===== config.mk =====
export PLATFORM = sky130hd
export DESIGN_NAME = ica_cordic
export DESIGN_NICKNAME = d
export VERILOG_FILES = /design/src/design/ica_pkg.sv /design/src/design/ica_cordic.sv
export SDC_FILE = /design/constraint.sdc
export NUM_CORES = 1
export LEC_CHECK = 0
export ABC_AREA = 1
export BUFFER_PORTS_ARGS = -buffer_cell sky130_fd_sc_hd__buf_2
export CAP_MARGIN = 20
export CORE_UTILIZATION = 35
export CTS_CLUSTER_SIZE = 25
export DETAILED_ROUTE_END_ITERATION = 12
export PLACE_DENSITY = 0.57
export SYNTH_ARGS = -nofsm -noshare
export SYNTH_HDL_FRONTEND = slang
export SYNTH_SLANG_ARGS = --single-unit

===== constraint.sdc =====
create_clock -name aclk -period 4.1 [get_ports aclk]
set_clock_uncertainty 0.15 [all_clocks]
set_input_delay 0.41 -clock aclk [delete_from_list [all_inputs] [get_ports aclk]]
set_output_delay 0.41 -clock aclk [all_outputs]
set_load 0.02 [all_outputs]

===== src/design/ica_pkg.sv =====
// Shared types, constants and lookup functions for the IMU attitude core.
// Used by ica_div, ica_cordic and imu_complementary_attitude_core.
package ica_pkg;

    localparam int FRAC_BITS = 16;   // fraction bits of every Q value
    localparam int DIV_W     = 50;   // divider dividend magnitude width
    localparam int DEN_W     = 18;   // divider divisor width
    localparam int DIV_CNT_W = 6;    // divider iteration counter width
    localparam int CRD_W     = 35;   // CORDIC x/y datapath width
    localparam int ANG_W     = 26;   // CORDIC angle accumulator width
    localparam int LUT_IDX_W = 5;    // arctangent table index width
    localparam int ACC_W     = 61;   // blend accumulator width

    typedef enum logic [2:0] {
        CFG_ACCEL_RANGE   = 3'd0,
        CFG_GYRO_RANGE    = 3'd1,
        CFG_FILTER_TAU    = 3'd2,
        CFG_SAMPLE_PERIOD = 3'd3,
        CFG_CAL_POINTS    = 3'd4
    } cfg_idx_t;

    typedef struct packed {
        logic busy;
        logic done;
    } unit_stat_t;

    // atan(2^-i) in degrees, Q.16
    function automatic logic [22:0] atan_lut(input logic [LUT_IDX_W-1:0] idx);
        logic [22:0] v;
        case (idx)
            5'd0:    v = 23'd2949120;
            5'd1:    v = 23'd1740967;
            5'd2:    v = 23'd919879;
            5'd3:    v = 23'd466945;
            5'd4:    v = 23'd234379;
            5'd5:    v = 23'd117304;
            5'd6:    v = 23'd58666;
            5'd7:    v = 23'd29335;
            5'd8:    v = 23'd14668;
            5'd9:    v = 23'd7334;
            5'd10:   v = 23'd3667;
            5'd11:   v = 23'd1833;
            5'd12:   v = 23'd917;
            5'd13:   v = 23'd458;
            5'd14:   v = 23'd229;
            5'd15:   v = 23'd115;
            5'd16:   v = 23'd57;
            5'd17:   v = 23'd29;
            5'd18:   v = 23'd14;
            5'd19:   v = 23'd7;
            5'd20:   v = 23'd4;
            5'd21:   v = 23'd2;
            5'd22:   v = 23'd1;
            default: v = 23'd0;
        endcase
        return v;
    endfunction

    // gyro sensitivity in tenths of an LSB per deg/s
    function automatic logic [10:0] gyro_tenths(input logic [1:0] rng);
        logic [10:0] v;
        case (rng)
            2'd0:    v = 11'd1310;
            2'd1:    v = 11'd655;
            2'd2:    v = 11'd328;
            default: v = 11'd164;
        endcase
        return v;
    endfunction

    function automatic logic [31:0] sat_s32(input logic signed [ACC_W-1:0] v);
        logic [31:0] r;
        if (v[ACC_W-1:31] == '0 || v[ACC_W-1:31] == '1) begin
            r = v[31:0];
        end else begin
            r = v[ACC_W-1] ? 32'h8000_0000 : 32'h7FFF_FFFF;
        end
        return r;
    endfunction

    function automatic logic [28:0] sat_s29(input logic signed [ACC_W-1:0] v);
        logic [28:0] r;
        if (v[ACC_W-1:28] == '0 || v[ACC_W-1:28] == '1) begin
            r = v[28:0];
        end else begin
            r = v[ACC_W-1] ? 29'h1000_0000 : 29'h0FFF_FFFF;
        end
        return r;
    endfunction

endpackage


===== src/design/ica_cordic.sv =====
// Iterative vectoring CORDIC giving atan2(y, x) in degrees Q.16, one
// micro-rotation per cycle. Depends on ica_pkg for the arctangent table.
module ica_cordic
    import ica_pkg::*;
#(
    parameter int CORDIC_STEPS = 16
) (
    input  logic                    aclk,
    input  logic                    aresetn,
    input  logic                    start,
    input  logic signed [15:0]      y_in,
    input  logic signed [15:0]      x_in,
    output logic signed [ANG_W-1:0] z_out,
    output unit_stat_t              stat
);

    localparam int CW = $clog2(CORDIC_STEPS);

    logic signed [CRD_W-1:0] x_reg;
    logic signed [CRD_W-1:0] y_reg;
    logic signed [ANG_W-1:0] z_reg;
    logic [CW-1:0]           i_reg;
    logic                    zero_reg;
    logic                    busy_reg;
    logic                    done_reg;

    logic signed [CRD_W-1:0] x0;
    logic signed [CRD_W-1:0] y0;
    logic signed [CRD_W-1:0] dx;
    logic signed [CRD_W-1:0] dy;
    logic signed [ANG_W-1:0] t_i;
    logic signed [ANG_W-1:0] half_turn;

    assign x0        = {{(CRD_W-32){x_in[15]}}, x_in, 16'b0};
    assign y0        = {{(CRD_W-32){y_in[15]}}, y_in, 16'b0};
    assign dx        = y_reg >>> i_reg;
    assign dy        = x_reg >>> i_reg;
    assign t_i       = $signed({{(ANG_W-23){1'b0}}, atan_lut(LUT_IDX_W'(i_reg))});
    assign half_turn = ANG_W'(180) <<< FRAC_BITS;

    always_ff @(posedge aclk) begin
        if (!aresetn) begin
            busy_reg <= 1'b0;
            done_reg <= 1'b0;
        end else begin
            done_reg <= !start && busy_reg && i_reg == CW'(CORDIC_STEPS - 1);
            if (start) begin
                busy_reg <= 1'b1;
            end else if (busy_reg && i_reg == CW'(CORDIC_STEPS - 1)) begin
                busy_reg <= 1'b0;
            end
        end
    end

    always_ff @(posedge aclk) begin
        if (start) begin
            zero_reg <= (x_in == '0) && (y_in == '0);
            i_reg    <= '0;
            // fold the left half plane over before rotating
            if (x0 < 0) begin
                x_reg <= -x0;
                y_reg <= -y0;
                z_reg <= (y0 >= 0) ? half_turn : -half_turn;
            end else begin
                x_reg <= x0;
                y_reg <= y0;
                z_reg <= '0;
            end
        end else if (busy_reg) begin
            i_reg <= i_reg + 1'b1;
            if (y_reg >= 0) begin
                x_reg <= x_reg + dx;
                y_reg <= y_reg - dy;
                z_reg <= z_reg + t_i;
            end else begin
                x_reg <= x_reg - dx;
                y_reg <= y_reg + dy;
                z_reg <= z_reg - t_i;
            end
        end
    end

    assign z_out = zero_reg ? '0 : z_reg;
    assign stat  = '{busy: busy_reg, done: done_reg};

endmodule


* Yosys cells after proc, flatten, opt, wreduce, memory -nomap -nowiden
Memories as Yosys holds them, arrays and structs flattened. A register that Yosys moved wholly into a read port is not among the register bits. Cells that the tools add are included. Widths: inputs -> output; s select.
Word-level totals: bits in registers 103, ROM bits 352, bits of input ports 35, output and inout bits 28, word-level logic and storage cells 50, memories 1
Operators by class: add/sub/neg operators 9, magnitude comparators 3, equal/unequal tests 1, shifts and indexed selects 2, muxes and demuxes 18, reduce and logical (&&, ||, !) cells 9
Memory list:
- (no name shown) | words 16, width 22, read ports 1, clocked after memory_dff 1, wr ports 0, line ica_pkg.sv:30 | case (idx)
Operators with widths (number):
- $mux 35 | 8
- $mux 26 | 6
- $add 35x35->35 | 2
- $neg 32->35 | 2
- $sshr 35x4->35 | 2
- $sub 35x35->35 | 2
- $ge 35x1->1 const B | 1
- $ge 32x1->1 const B | 1
- $logic_not 16->1 | 2
- $lt 32x1->1 const B | 1
- $add 26x24->26 | 1
- $sub 26x24->26 | 1
- $mux 4 | 2
- $add 4x1->4 const B | 1
- $eq 4x4->1 const B | 1
- $logic_and 1x1->1 | 4
- $reduce_bool 2->1 | 2
- $mux 1 | 2
- $logic_not 1->1 | 1

* Logic depth before layout (Yosys ltp)
depth after elaboration 5, mapped depth 31, mapped depth without buffers 28

* Worst setup path after synthesis
No wires, ideal clock.
path type input to register, start in start, end reg t_i[0] (netlist name), library setup time 0.122 ns, data arrival time 4.064 ns, data required time 3.828 ns, slack -0.236 ns, stages on the path 11, buffers on the path 1, cell sequence clkbuf_1 -> nor2_1 -> inv_1 -> o22ai_1 -> inv_1 -> ha_1 -> inv_1 -> nor2_1 -> inv_1 -> nor2_1 -> a221o_1
Between the ends: longest elaborated chain between the ends 1
RTL lines:
- start, declared | line ica_cordic.sv:10 | input logic start,
- $mux 4 (no source line)
Every way passes these cells. A chain may end at the register's enable or synchronous reset.

* Worst setup path after layout
start reg i_reg[0], end reg x_reg[31], data pin
Between the ends: longest elaborated chain between the ends 5, elaborated cells between the ends (all ways) 6, those cells by class add/sub: 2; shift: 1; mux: 3
RTL lines:
- start, declared | line ica_cordic.sv:22 | logic [CW-1:0] i_reg;
- start signal, assigned | line ica_cordic.sv:70 | i_reg <= i_reg + 1'b1;
- $sshr 35x4->35 (*) | line ica_cordic.sv:36 | assign dx = y_reg >>> i_reg;
- $sub 35x35->35 or $add 35x35->35 (tied branches) | line ica_cordic.sv:76, ica_cordic.sv:72
- $mux 35 (*) | line ica_cordic.sv:71 | if (y_reg >= 0) begin
- $mux 35 (*) | line ica_cordic.sv:69 | end else if (busy_reg) begin
- $mux 35 (*) | line ica_cordic.sv:56 | if (start) begin
- end signal, assigned | line ica_cordic.sv:61 | x_reg <= -x0;
- end signal, assigned | line ica_cordic.sv:72 | x_reg <= x_reg + dx;
- end signal, assigned | line ica_cordic.sv:76 | x_reg <= x_reg - dx;
- end, declared | line ica_cordic.sv:19 | logic signed [CRD_W-1:0] x_reg;
Mark *: on every way between the ends. The rest lies on a longest branch, timed or not. The select of a mux whose other input is x is not followed.

==> metrics.txt <==
WL per Instance=18.7 µm; initial antenna violation count=3; maximum number of pins on one net before global-route repair=98; WP depth=28; Reg-to-Reg Start=i_reg[0]; Slew HR=0.337; maximum clock rate=227 MHz; Mapped Avg Cell Area=6.10 µm²; RSZ-0062 raised after global routing=true; Final WS setup=-0.309 ns; starting DRC count in detailed routing=1830; Placer Congestion=0.957; IO buf count=62; area share of xor/xnor cells in the synthesized design=0.0460; status=finished with violations; DP Wirelength=53.4 mm; via count=21700; largest family of logic cells by synthesized area=simple AND/OR/NAND/NOR gates; fin util=0.595; Post-Syn Area=16400 µm²; Antenna diodes=0; Final Cycle Share=1.08; sequential area share after synthesis=0.212; CP Data Required Time=4.18 ns; Crit Path Max Fanout=7; mux contribution to synthesized area=0; post-synthesis instance total=2685; fill count=4034; Clk pin slew, worst setup/hold paths=0.08 ns; top cell type's share of synthesized area=0.178; Crit path arrival time=4.49 ns; Fin. Hold Viols=0; Synth async-reset ratio=0; actual slew at the worst max-slew pin=0.995 ns; CP most frequent cell=nand2_1; Synth Area in Simple Gates=0.384; reg2reg path depth=28; Yosys reg bits=125; DRC errors left=0; Worst Setup Start Kind=register; Adder-Cell Fraction of Synth Area=0.0854; Die W=218 µm; DRT Wirelength=74.3 mm; worst path bufs/invs=5; Synth area leader=edfxtp_1; CTS root buffer=clkbuf_16; Register Area=3480 µm²; Yosys warning total=0; area occupied by multi-input gates=15000 µm²; worst-skew pair later-pin latency=0.48 ns; failing checks=setup timing; clock buffer count from CTS=17; vias per inst=5.44; main area contributors after synthesis=edfxtp_1, nand2_1, nand3_1, ha_1, inv_1; FF-to-FF End=x_reg[31]; top cell family by delay on the critical path=simple AND/OR/NAND/NOR gates; drt first pass iters=6; ratio of cells with drive above 1 in the final layout=0.448; row count=78; Synth Area in Compound Gates=0.177; fin nets=3517; total die area=47700 µm²; Tmin final=4.41 ns; GRT Residual Overflow=0; Hold-fix buffers, CTS=0; Die Y=218 µm; R2R setup slack=-0.31 ns; slowest library cell on the worst path=dfxtp_4; Crit. Startpoint=i_reg[0]; final max-slew violation count=0; CTS Buffer Depth=2; Post-DRT Antenna Nets=0; Hold/Removal Path Class=input port to register; global-route wire length before repair=107 mm; Final Setup Violations=33; number of flops mapped to enable cells by yosys=97; Crit. End Element=register; core area=45800 µm²; Mapped Nets=2830; clock sinks=125; IO Count=63; vias in the first global route=20100; CTS tree=built; GR Util All Layers=0.289; Area Growth Syn to Fin=66.4%; CP max stage delay=0.49 ns; crit path to=x_reg[31]; Crit Path Class=register to register; starting density of the core=0.358; H-Tree Depth=4; Synth cell types=51; MaxCap Viol Count=0; prevailing post-synth register cell=edfxtp_1
-- synth_stat cells, types with 7 or more instances --
library cell    n
buf_1          15
o21ai_0       192
nor2_1        270
o21ai_2        17
edfxtp_1       97
o21ai_1         8
ha_1          107
buf_4          10
nand3_1       400
xnor2_1        30
a21boi_0        7
buf_2          29
o21a_1         10
nand2_1       667
nor3_1         44
a21oi_1       212
nand4_1        24
o21bai_1        8
nor4_1          9
a21o_1         11
nand3b_1        7
a31oi_1        17
nand2_2        12
xor2_1         56
or2_2          12
dfxtp_1        28
o211ai_1        8
inv_1         284
clkbuf_1       33
-- worst min-delay path: cells and delay by family --
kind | cells | cell delay (ns)
buffers and inverters | 2 | 0.13
and+or+nand+nor | 1 | 0.09
-- cells in the final DEF (no fill, tap or decap), types with 70 or more instances in the layout --
cell type and instances:
a21oi_1 129, buf_4 593, buf_6 70, edfxtp_1 97, ha_1 71, inv_1 241, nand2_1 502, nand2_2 136
nand3_1 286, nand3_2 110, nor2_1 187, o21ai_0 90
-- final cells by class --
cell class,instances,share of cell area
Clock buffer,21,0.0185
Sequential cell,125,0.128
Tap cell,600,0.0275
Timing Repair Buffer,758,0.229
Multi-Input combinational cell,2176,0.552
Clock inverter,11,0.00335
Inverter,292,0.0411
Timing Repair inverter,2,0.000643
-- per-layer routing --
metal / global-route usage / wire (µm) / up-vias
met2: 0.484 / 36000 / 771
met5: 0 / 35 / -
met4: 0.110 / 3320 / 6
li1: - / - / 10500
met3: 0.0451 / 4480 / 207
met1: 0.372 / 30500 / 10200
-- repair_timing --
action,CTS,global route
cloned,6,4
pin swaps,60,206
endpoints found under the setup margin,50,56
setup buffers,42,85
resized for setup,327,706
-- kinds of logic (layout without fill, tap and decap cells) --
| logic type | count (synthesis) | count (layout) |
|---|---|---|
| xor+xnor | 86 | 86 |
| simple gates | 1461 | 1461 |
| flops | 125 | 125 |
| fa+ha+maj | 110 | 110 |
| buf+inv | 384 | 1084 |
| compound gates | 519 | 519 |
-- metrics by stage --
stage | setup slack [ns] | std cells | TNS (ns) | hold WS (ns) | cell area, µm²
6_report | -0.309 | 3985 | -4.99 | 0.0523 | 27300
5_1_grt | -0.516 | 3985 | -12.74 | 0.0669 | 27300
4_1_cts | -0.182 | 3900 | -1.66 | 0.0207 | 23700
3_5_place_dp | -0.847 | 3820 | -13.41 | 0.474 | 21400
3_3_place_gp | -0.766 | 3819 | -10.19 | 0.466 | 21400
2_1_floorplan | 0.0829 | 2685 | 0 | 0.372 | 16400
-- how the worst min path moves through the flow --
stage          cells past startpoint       end      from  slack, ns
4_1_cts                            3  busy_reg   aresetn       0.02
3_5_place_dp                       2  busy_reg  busy_reg       0.47
3_3_place_gp                       2  busy_reg  busy_reg       0.47
6_report                           3  busy_reg   aresetn       0.05
5_1_grt                            3  busy_reg   aresetn       0.07
2_1_floorplan                      0  zero_reg     start       0.37
Power is left out: the tool's default activity adds up to more than one toggle a clock period on the data nets, which glitch-free logic cannot reach.
