--- src/design/ica_pkg.sv ---
// Shared types, constants and lookup functions for the IMU attitude core.
// Used by ica_div, ica_cordic and imu_complementary_attitude_core.
package ica_pkg;

    localparam int FRAC_BITS = 16;   // fraction bits of every Q value
    localparam int DIV_W     = 50;   // divider dividend magnitude width
    localparam int DEN_W     = 18;   // divider divisor width
    localparam int DIV_CNT_W = 6;    // divider iteration counter width
    localparam int CRD_W     = 35;   // CORDIC x/y datapath width
    localparam int ANG_W     = 26;   // CORDIC angle accumulator width
    localparam int LUT_IDX_W = 5;    // arctangent table index width
    localparam int ACC_W     = 61;   // blend accumulator width

    typedef enum logic [2:0] {
        CFG_ACCEL_RANGE   = 3'd0,
        CFG_GYRO_RANGE    = 3'd1,
        CFG_FILTER_TAU    = 3'd2,
        CFG_SAMPLE_PERIOD = 3'd3,
        CFG_CAL_POINTS    = 3'd4
    } cfg_idx_t;

    typedef struct packed {
        logic busy;
        logic done;
    } unit_stat_t;

    // atan(2^-i) in degrees, Q.16
    function automatic logic [22:0] atan_lut(input logic [LUT_IDX_W-1:0] idx);
        logic [22:0] v;
        case (idx)
            5'd0:    v = 23'd2949120;
            5'd1:    v = 23'd1740967;
            5'd2:    v = 23'd919879;
            5'd3:    v = 23'd466945;
            5'd4:    v = 23'd234379;
            5'd5:    v = 23'd117304;
            5'd6:    v = 23'd58666;
            5'd7:    v = 23'd29335;
            5'd8:    v = 23'd14668;
            5'd9:    v = 23'd7334;
            5'd10:   v = 23'd3667;
            5'd11:   v = 23'd1833;
            5'd12:   v = 23'd917;
            5'd13:   v = 23'd458;
            5'd14:   v = 23'd229;
            5'd15:   v = 23'd115;
            5'd16:   v = 23'd57;
            5'd17:   v = 23'd29;
            5'd18:   v = 23'd14;
            5'd19:   v = 23'd7;
            5'd20:   v = 23'd4;
            5'd21:   v = 23'd2;
            5'd22:   v = 23'd1;
            default: v = 23'd0;
        endcase
        return v;
    endfunction

    // gyro sensitivity in tenths of an LSB per deg/s
    function automatic logic [10:0] gyro_tenths(input logic [1:0] rng);
        logic [10:0] v;
        case (rng)
            2'd0:    v = 11'd1310;
            2'd1:    v = 11'd655;
            2'd2:    v = 11'd328;
            default: v = 11'd164;
        endcase
        return v;
    endfunction

    function automatic logic [31:0] sat_s32(input logic signed [ACC_W-1:0] v);
        logic [31:0] r;
        if (v[ACC_W-1:31] == '0 || v[ACC_W-1:31] == '1) begin
            r = v[31:0];
        end else begin
            r = v[ACC_W-1] ? 32'h8000_0000 : 32'h7FFF_FFFF;
        end
        return r;
    endfunction

    function automatic logic [28:0] sat_s29(input logic signed [ACC_W-1:0] v);
        logic [28:0] r;
        if (v[ACC_W-1:28] == '0 || v[ACC_W-1:28] == '1) begin
            r = v[28:0];
        end else begin
            r = v[ACC_W-1] ? 29'h1000_0000 : 29'h0FFF_FFFF;
        end
        return r;
    endfunction

endpackage

--- src/design/ica_div.sv ---
// Bit-serial restoring divider, floor division of a signed dividend by a
// positive divisor, one quotient bit per cycle. Depends on ica_pkg.
module ica_div
    import ica_pkg::*;
(
    input  logic                    aclk,
    input  logic                    aresetn,
    input  logic                    start,
    input  logic signed [DIV_W:0]   num,
    input  logic [DEN_W-1:0]        den,
    output logic signed [DIV_W:0]   quot,
    output unit_stat_t              stat
);

    logic [DEN_W-1:0]     den_reg;
    logic [DEN_W-1:0]     rem_reg;
    logic [DIV_W-1:0]     quo_reg;
    logic [DIV_CNT_W-1:0] cnt_reg;
    logic                 neg_reg;
    logic                 busy_reg;
    logic                 done_reg;

    logic [DIV_W:0]       mag_full;
    logic [DEN_W:0]       shifted;
    logic                 fits;

    // a negative dividend rounds toward minus infinity: divide |n|+d-1
    assign mag_full = num[DIV_W] ? ((~num) + 1'b1 + (DIV_W+1)'(den) - 1'b1) : num;
    assign shifted  = {rem_reg, quo_reg[DIV_W-1]};
    assign fits     = shifted >= {1'b0, den_reg};

    always_ff @(posedge aclk) begin
        if (!aresetn) begin
            busy_reg <= 1'b0;
            done_reg <= 1'b0;
        end else begin
            done_reg <= !start && busy_reg && cnt_reg == DIV_CNT_W'(DIV_W - 1);
            if (start) begin
                busy_reg <= 1'b1;
            end else if (busy_reg && cnt_reg == DIV_CNT_W'(DIV_W - 1)) begin
                busy_reg <= 1'b0;
            end
        end
    end

    always_ff @(posedge aclk) begin
        if (start) begin
            den_reg <= den;
            rem_reg <= '0;
            quo_reg <= mag_full[DIV_W-1:0];
            neg_reg <= num[DIV_W];
            cnt_reg <= '0;
        end else if (busy_reg) begin
            rem_reg <= fits ? DEN_W'(shifted - {1'b0, den_reg}) : shifted[DEN_W-1:0];
            quo_reg <= {quo_reg[DIV_W-2:0], fits};
            cnt_reg <= cnt_reg + 1'b1;
        end
    end

    assign quot = neg_reg ? -$signed({1'b0, quo_reg}) : $signed({1'b0, quo_reg});
    assign stat = '{busy: busy_reg, done: done_reg};

endmodule

--- config.mk ---
export PLATFORM = sky130hd
export DESIGN_NAME = ica_div
export DESIGN_NICKNAME = d
export VERILOG_FILES = /design/src/design/ica_pkg.sv /design/src/design/ica_div.sv
export SDC_FILE = /design/constraint.sdc
export NUM_CORES = 1
export LEC_CHECK = 0
export BUFFER_PORTS_ARGS = -buffer_cell sky130_fd_sc_hd__buf_2
export CAP_MARGIN = 20
export CORE_MARGIN = 8
export CORE_UTILIZATION = 34
export DETAILED_ROUTE_END_ITERATION = 8
export HOLD_SLACK_MARGIN = 0.06
export MAX_ROUTING_LAYER = met4
export PLACE_DENSITY_LB_ADDON = 0.2
export SYNTH_ARGS = -nofsm -noshare
export SYNTH_HDL_FRONTEND = slang
export SYNTH_SLANG_ARGS = --single-unit
export TNS_END_PERCENT = 5
--- constraint.sdc ---
create_clock -name aclk -period 3.5 [get_ports aclk]
set_input_delay 0 -clock aclk [delete_from_list [all_inputs] [get_ports aclk]]
set_output_delay 0 -clock aclk [all_outputs]
set_load 0.005 [all_outputs]
After elaboration in Yosys (flattened, before gate mapping) --
Cells that the tools add are included. Widths: inputs -> output; s select.
Cells by class: add/subtract/negate cells 6, magnitude comparators 1, equality and inequality tests 1, muxes and demuxes 7, bitwise logic cells 1, reductions and logical operators 6
Operators with widths (number):
- $mux 50 | 3
- $mux 51 | 1
- $neg 50->51 | 1
- $add 50x1->50 const B | 1
- $add 50x18->50 | 1
- $not 50->50 | 1
- $sub 50x1->50 const B | 1
- $ge 19x18->1 | 1
- $mux 18 | 1
- $sub 18x18->18 | 1
- $add 6x1->6 const B | 1
- $eq 6x6->1 const B | 1
- $reduce_bool 2->1 | 2
- $logic_and 1x1->1 | 3
- $mux 1 | 2
- $logic_not 1->1 | 1
Storage, ports and cells: register bits after elaboration 95, bits of input ports 72, output and inout port bits 53, logic and storage cells 29

Logic depth before layout (Yosys ltp) --
Gate-level depths: netlist of run 1.
depth after elaboration 6, mapped depth 12, gate-level depth less buffers 11

Least setup slack after synthesis of run 1 --
OpenSTA, ideal clock, no wires.
path type reg-to-reg, from register den_reg[5], to register rem_reg[10], setup time 0.124 ns, arrival 2.579 ns, data required time 3.376 ns, setup slack 0.797 ns, stages on the path, launching flop included 12, buffers on the path 2, period minus slack after synthesis 2.703 ns, path through edfxtp_1 inv_1 ha_1 o21a_1 o21ai_0 nor2_1 a41oi_1 o211a_1 buf_2 buf_1 mux2i_1 o21ai_0
Between the ends: cells in the longest elaborated chain, start to end 2, elaborated cells between the ends (all ways) 3, classes of those cells add/sub (1); order compare (1); mux (1)
RTL lines:
- start: declaration | line ica_div.sv:15 | logic [DEN_W-1:0] den_reg;
- start signal: assignment | line ica_div.sv:48 | den_reg <= den;
- $sub 18x18->18 or $ge 19x18->1 (tied branches) | line ica_div.sv:54, ica_div.sv:30
- $mux 18 * | line ica_div.sv:54 | rem_reg <= fits ? DEN_W'(shifted - {1'b0, den_reg}) : shifted[DEN_W-1:0];
- end signal: assignment | line ica_div.sv:54
- end: declaration | line ica_div.sv:16 | logic [DEN_W-1:0] rem_reg;
Mark *: on every way between the ends. The rest lies on a longest branch, timed or not. A chain may end at the register's enable or synchronous reset.

Final worst setup path of run 1 --
from register quo_reg[19], to output port quot[45]
Between the ends: cells in the longest elaborated chain, start to end 2
RTL lines:
- start: declaration | line ica_div.sv:17 | logic [DIV_W-1:0] quo_reg;
- start signal: assignment | line ica_div.sv:50 | quo_reg <= mag_full[DIV_W-1:0];
- start signal: assignment | line ica_div.sv:55 | quo_reg <= {quo_reg[DIV_W-2:0], fits};
- $neg 50->51 | line ica_div.sv:60 | assign quot = neg_reg ? -$signed({1'b0, quo_reg}) : $signed({1'b0, quo_reg});
- $mux 51 | line ica_div.sv:60
- end: declaration | line ica_div.sv:11 | output logic signed [DIV_W:0] quot,
No other way between the ends.

==> out/qor.csv, run 1 <==
metric,value,unit
Post-DP HPWL,19230,um
TritonCTS clock tree,done,
H-tree Lvls,3,
Syn-to-layout area delta,18.41,%
synthesized area per cell,8.420,um^2
Vias/cell,5.370,
Placer Congestion,0.8757,
GRT Total Usage,18.15,%
net count reported at finish,1179,
RSZ-0062 raised after global routing,false,
final setup vio count,0,
final core area utilization,40.49,%
Pre-Repair DR Iteration Count,5,
critical path's slowest cell,or4_4,
Initial Util,34.20,%
Netlist cell types,65,
layout cell share with drive strength beyond 1,15.78,%
I/O Buffers,124,
n_diodes,0,
Synth warnings,0,
worst-path fanout max,8,
part of the cycle the worst path needs,95.68,%
DRT Wirelength,25170,um
type of the most critical hold path,input port to register,
vias in the first global route,7361,
global-route wire length before repair,40030,um
Post-synth EDFFs,69,
TNS Setup,0,ns
crit path kind,register to output port,
IO Count,125,
final hold vios,0,
maxcap violations,0,
clock sinks,95,
CP endpoint kind,output port,
Placed Cells,1352,
Non-Filler Instances,1390,
Internal,2.333,mW
outcome,finished clean,
final global-route overflow total,0,
Skew-Pair Late Insertion Delay,0.36,ns
Setup Buffers After CTS,0,
antenna violations before repair,0,
Worst-path clk slew,0.07,ns
largest buffer count on any clock path,2,
critical-path cell list,or4_4 -> or3_4 -> or4_4 -> or2_1 -> nand2b_4 -> o41ai_4 -> xnor2_1 -> buf_2,
Chip Height,168.7,um
Post-synth ARST share,0,%
CTS Buf Count,9,
Post-synth top flop,edfxtp_1,
synth top area cells,"edfxtp_1 26%, xnor2_1 8.2%, dfxtp_1 6.6%",
sequential share of the synthesized area,32.69,%
CP required,3.50,ns
leakage,3.851,nW
slowest cell delay on critical path,0.56,ns
Yosys reg bits,95,
Netlist Area Pre-Place,7931,um^2
Slew @ Worst Pin,0.8959,ns
post-layout minimum cycle time,3.349,ns
Sw Ratio,32.74,%
Syn Nets,1055,
Rel. slew slack,40.28,%
FP Rows,56,
Combinational Power Share,29.2,%
CP most frequent cell,or4_4,
Max Slew Vio Count,0,
root buffer cell,clkbuf_16,
DR DRC count,0,
Pwr Density,369.3,nW/um^2
largest net degree at the start of global routing,57,
Arrival @ worst endpoint,3.35,ns
top-area cell type share of the netlist area,26.12,%
Core Region,23190,um^2
Die Wd,168.7,um
post-route ant nets,0,
Seq pwr share,41.8,%
1st-iter DRT viols,499,
critical path launch point type,register,
vias after detailed routing,7464,
max FFs per register,50,
Clk pwr share,29.0,%
Synth area leader,edfxtp_1,
Cells after Synth,942,
final hold slack,0.07422,ns
Peak supply drop,0.2495,mV
Fmax,0.2986,GHz
full die area,28470,um^2
wire per inst,18.11,um
Worst Skew,0.01124,ns
Sw Pwr,1.136,mW
## cell usage in the layout (no fill, tap or decap), types with 5 or more instances in the layout
cell | synthesis | layout
o211ai_1 | 11 | 11
clkbuf_16 | 0 | 9
o21a_1 | 12 | 12
dfxtp_1 | 26 | 26
a32oi_1 | 5 | 5
nor3_1 | 14 | 14
nand2_1 | 65 | 65
a21oi_1 | 70 | 70
o31ai_1 | 21 | 21
edfxtp_1 | 69 | 69
nor4_1 | 13 | 13
nand2b_1 | 11 | 11
o41ai_1 | 7 | 6
a211oi_1 | 11 | 11
a31oi_1 | 16 | 16
a41oi_1 | 5 | 5
buf_2 | 1 | 123
or3_1 | 12 | 12
a21o_1 | 22 | 22
buf_4 | 3 | 15
nor2_1 | 95 | 95
o2111ai_1 | 6 | 6
dlygate4sd3_1 | 0 | 22
o21ai_0 | 69 | 69
nand3_1 | 25 | 25
or4_1 | 15 | 15
nand4_1 | 9 | 9
ha_1 | 39 | 39
xor2_1 | 19 | 19
xnor2_1 | 74 | 74
inv_1 | 68 | 67
mux2i_1 | 24 | 24
## repair_timing
item | 4_1_cts | 5_1_grt
hold buffers | 22 | 0
endpoints found under the setup margin | 0 | 1
resized for setup | 0 | 1
hold endpoints to repair | 27 | 0
## layer usage
layer	wire length, um	GRT usage, %	share of wire (%)	vias up
met2	11700	28.26	47	179
met5	0	-	0	-
met3	1039	2.516	4.1	26
li1	-	-	-	3709
met4	408	5.085	1.6	0
met1	12020	24.30	48	3550
## cell usage after synthesis (5+ instances only)
cell type and count:
xor2_1 19, a211oi_1 11, mux2i_1 24, clkbuf_1 38
o21ai_0 69, a31oi_1 16, o2111ai_1 6, nor3_1 14
a21oi_1 70, inv_1 68, o31ai_1 21, nand3_1 25
a21o_1 22, nand2b_1 11, xnor2_1 74, o21a_1 12
nand4_1 9, o211ai_1 11, or3_1 12, buf_1 5
nand2_1 65, dfxtp_1 26, a41oi_1 5, a32oi_1 5
ha_1 39, nor4_1 13, o41ai_1 7, or4_1 15
nor2_1 95, edfxtp_1 69
## area by class of cell
| type | instances | area [um^2] |
|---|---|---|
| fillers | 2419 | 13800 |
| multi-input cells | 731 | 4891 |
| flip-flops and latches | 95 | 2592 |
| repair buffers | 161 | 968.4 |
| well taps | 319 | 399.1 |
| inverters | 68 | 255.2 |
| clock buffers | 12 | 236.5 |
| clock inverters | 4 | 48.80 |
## worst paths after layout
path / startpoint / end / slack, ns / depth (start not counted)
hold reg to reg: rem_reg[2] / rem_reg[2] / 0.49 / 2
setup / recovery: quo_reg[19] / quot[45] / 0.15 / 8
hold / removal: num[37] / quo_reg[37] / 0.07 / 3
setup reg to reg: den_reg[1] / rem_reg[4] / 0.62 / 10
## cells by family (layout without fill, tap and decap cells)
| logic type | count (synthesis) | after routing | share of synthesized area (%) |
|---|---|---|---|
| compound gates | 279 | 279 | 22.78 |
| mux | 26 | 26 | 3.313 |
| fa+ha+maj | 41 | 41 | 6.657 |
| xor+xnor | 93 | 93 | 10.27 |
| buf+inv | 116 | 245 | 5.742 |
| flops | 95 | 95 | 32.69 |
| simple gates | 292 | 292 | 18.55 |
## per-stage QoR
step           cell area [um^2]  total power, mW  setup WS [ns]
2_1_floorplan              7931            2.071         0.7968
3_3_place_gp               8879            2.468         0.5626
3_5_place_dp               8879            2.466         0.5438
4_1_cts                    9384            3.511         0.1522
5_1_grt                    9392            3.667        0.02341
6_report                   9392            3.469         0.1514
## power groups by stage
| stage | Combinational (mW) | Clock, mW | Sequential [mW] |
|---|---|---|---|
| 2_1_floorplan | 0.641 | 0 | 1.43 |
| 3_3_place_gp | 0.997 | 0 | 1.47 |
| 3_5_place_dp | 0.993 | 0 | 1.47 |
| 4_1_cts | 1.02 | 1.04 | 1.45 |
| 5_1_grt | 1.13 | 1.07 | 1.46 |
| 6_report | 1.01 | 1.01 | 1.45 |
## critical path, delay by kind of cell, from the launching register on
kind	cells	cell delay (ns)
buf+inv	1	0.13
simple gates	5	2.06
compound gates	1	0.23
xor+xnor	1	0.14
flops	1	0.43
(Power assumes the default switching activity.)
==> run 2: changes to the inputs <==
--- a/config.mk
+++ b/config.mk
@@ -7,6 +7,7 @@
 export LEC_CHECK = 0
 export BUFFER_PORTS_ARGS = -buffer_cell sky130_fd_sc_hd__buf_2
 export CAP_MARGIN = 20
+export CORE_ASPECT_RATIO = 0.9
 export CORE_MARGIN = 8
 export CORE_UTILIZATION = 34
 export DETAILED_ROUTE_END_ITERATION = 8
==> out/qor.csv, run 2 (synthesis gave the netlist of run 1 again) <==
metric,value,unit
outcome,finished clean,
DR DRC count,0,
I/O Buffers,124,
largest net degree at the start of global routing,52,
full die area,28480,um^2
CP Launch Point,quo_reg[19],
Arrival @ worst endpoint,3.37,ns
Initial Util,34.27,%
Clk pwr share,30.0,%
final core area utilization,40.62,%
maxcap violations,0,
DRT Wirelength,24990,um
Vias/cell,5.438,
antenna violations before repair,0,
Worst Skew,0.008085,ns
root buffer cell,clkbuf_16,
post-layout minimum cycle time,3.372,ns
Post-DP HPWL,19480,um
type of the most critical hold path,input port to register,
n_diodes,0,
RSZ-0062 raised after global routing,false,
FP Rows,53,
Syn-to-layout area delta,18.54,%
"most common cell after layout, fill and taps aside",buf_2,
hold_sp,start,
part of the cycle the worst path needs,96.35,%
slowest cell delay on critical path,0.57,ns
IO Count,125,
TritonCTS clock tree,done,
Setup Buffers After CTS,0,
Core Region,23140,um^2
max FFs per register,50,
CTS Buf Count,9,
clock sinks,95,
Seq pwr share,41.2,%
Worst-path clk slew,0.07,ns
Slew @ Worst Pin,0.8574,ns
wire per inst,18.16,um
worst-path fanout max,5,
crit path kind,register to output port,
CP most frequent cell,or4_4,
largest buffer count on any clock path,2,
global-route wire length before repair,39500,um
CP required,3.50,ns
vias after detailed routing,7482,
GRT Total Usage,17.75,%
Pwr Density,373.3,nW/um^2
H-tree Lvls,3,
Chip Height,160.9,um
Peak supply drop,0.1794,mV
final hold vios,0,
leakage,3.869,nW
1st-iter DRT viols,620,
worst reg2reg startpoint,den_reg[1],
final global-route overflow total,0,
Die Wd,177.0,um
Skew-Pair Late Insertion Delay,0.35,ns
final setup vio count,0,
Sw Ratio,31.68,%
Internal,2.398,mW
TNS Setup,0,ns
Pre-Repair DR Iteration Count,4,
Sw Pwr,1.112,mW
Combinational Power Share,28.8,%
Max Slew Vio Count,0,
Fmax,0.2965,GHz
critical path launch point type,register,
post-route ant nets,0,
"commonest cells after routing, fill and taps aside","123 x buf_2, 95 x nor2_1, 74 x xnor2_1",
vias in the first global route,7128,
net count reported at finish,1182,
CP endpoint kind,output port,
Placer Congestion,0.8930,
layout cell share with drive strength beyond 1,15.92,%
Rel. slew slack,42.72,%
critical-path cell list,or4_4 -> or3_4 -> or4_4 -> nor2_1 -> nand2_1 -> o31ai_1 -> xnor2_1 -> buf_2,
critical path's slowest cell,or4_4,
-- run 2: changes by cell type in the layout (fill, tap and decap cells not counted), sizes merged --
cell    before  now
clkinv       3    4
bufinv       1    2
clkbuf      12   10
buf        139  142
-- run 2: final timing paths --
path / cells after the start / to / slack, ns
hold reg to reg: 2 / rem_reg[7] / 0.48
setup / recovery: 8 / quot[44] / 0.13
hold / removal: 2 / cnt_reg[0] / 0.06
setup reg to reg: 10 / rem_reg[5] / 0.67
-- run 2: critical path: cells and delay by family (launching register included) --
family,cells,cell delay [ns]
simple gates,5,2.00
flops,1,0.43
compound gates,1,0.30
xor+xnor,1,0.16
buf+inv,1,0.14
-- run 2: power by group through the flow --
stage	logic, mW	registers (mW)	clock network (mW)
6_report	1.01	1.45	1.05
3_5_place_dp	0.990	1.47	0
2_1_floorplan	0.641	1.43	0
4_1_cts	1.02	1.44	1.08
3_3_place_gp	0.985	1.47	0
5_1_grt	1.12	1.46	1.12
-- run 2: cell type report --
cell class,count,area [um^2]
inverter,68,255.2
fill,2411,13740
clock inverter,6,75.07
clock buffer,10,229.0
tap,302,377.9
timing repair buffer,164,978.4
sequential,95,2592
multi-input combinational,731,4893
-- run 2: routing by layer --
layer / track usage, % / up-vias / share of wire, %
li1: - / 3709 / -
met1: 26.36 / 3537 / 52
met2: 24.77 / 213 / 42
met3: 1.784 / 23 / 4.2
met4: 5.155 / 0 / 1.5
met5: - / - / 0
-- run 2: metrics by stage --
stage	setup WS (ns)	hold WS (ns)	power [mW]	cell area [um^2]	std cells
2_1_floorplan	0.7968	0.09887	2.071	7931	942
3_5_place_dp	0.4745	0.1968	2.459	8867	1338
3_3_place_gp	0.5277	0.2016	2.454	8867	1338
4_1_cts	0.07850	0.06063	3.539	9392	1376
6_report	0.1279	0.06351	3.510	9402	1376
5_1_grt	0.03514	0.08780	3.705	9402	1376
-- run 2: timing repair --
item	in CTS	in global routing
endpoints found under the hold margin	23	0
resized for setup	0	2
endpoints found under the setup margin	0	3
hold buffers	22	0
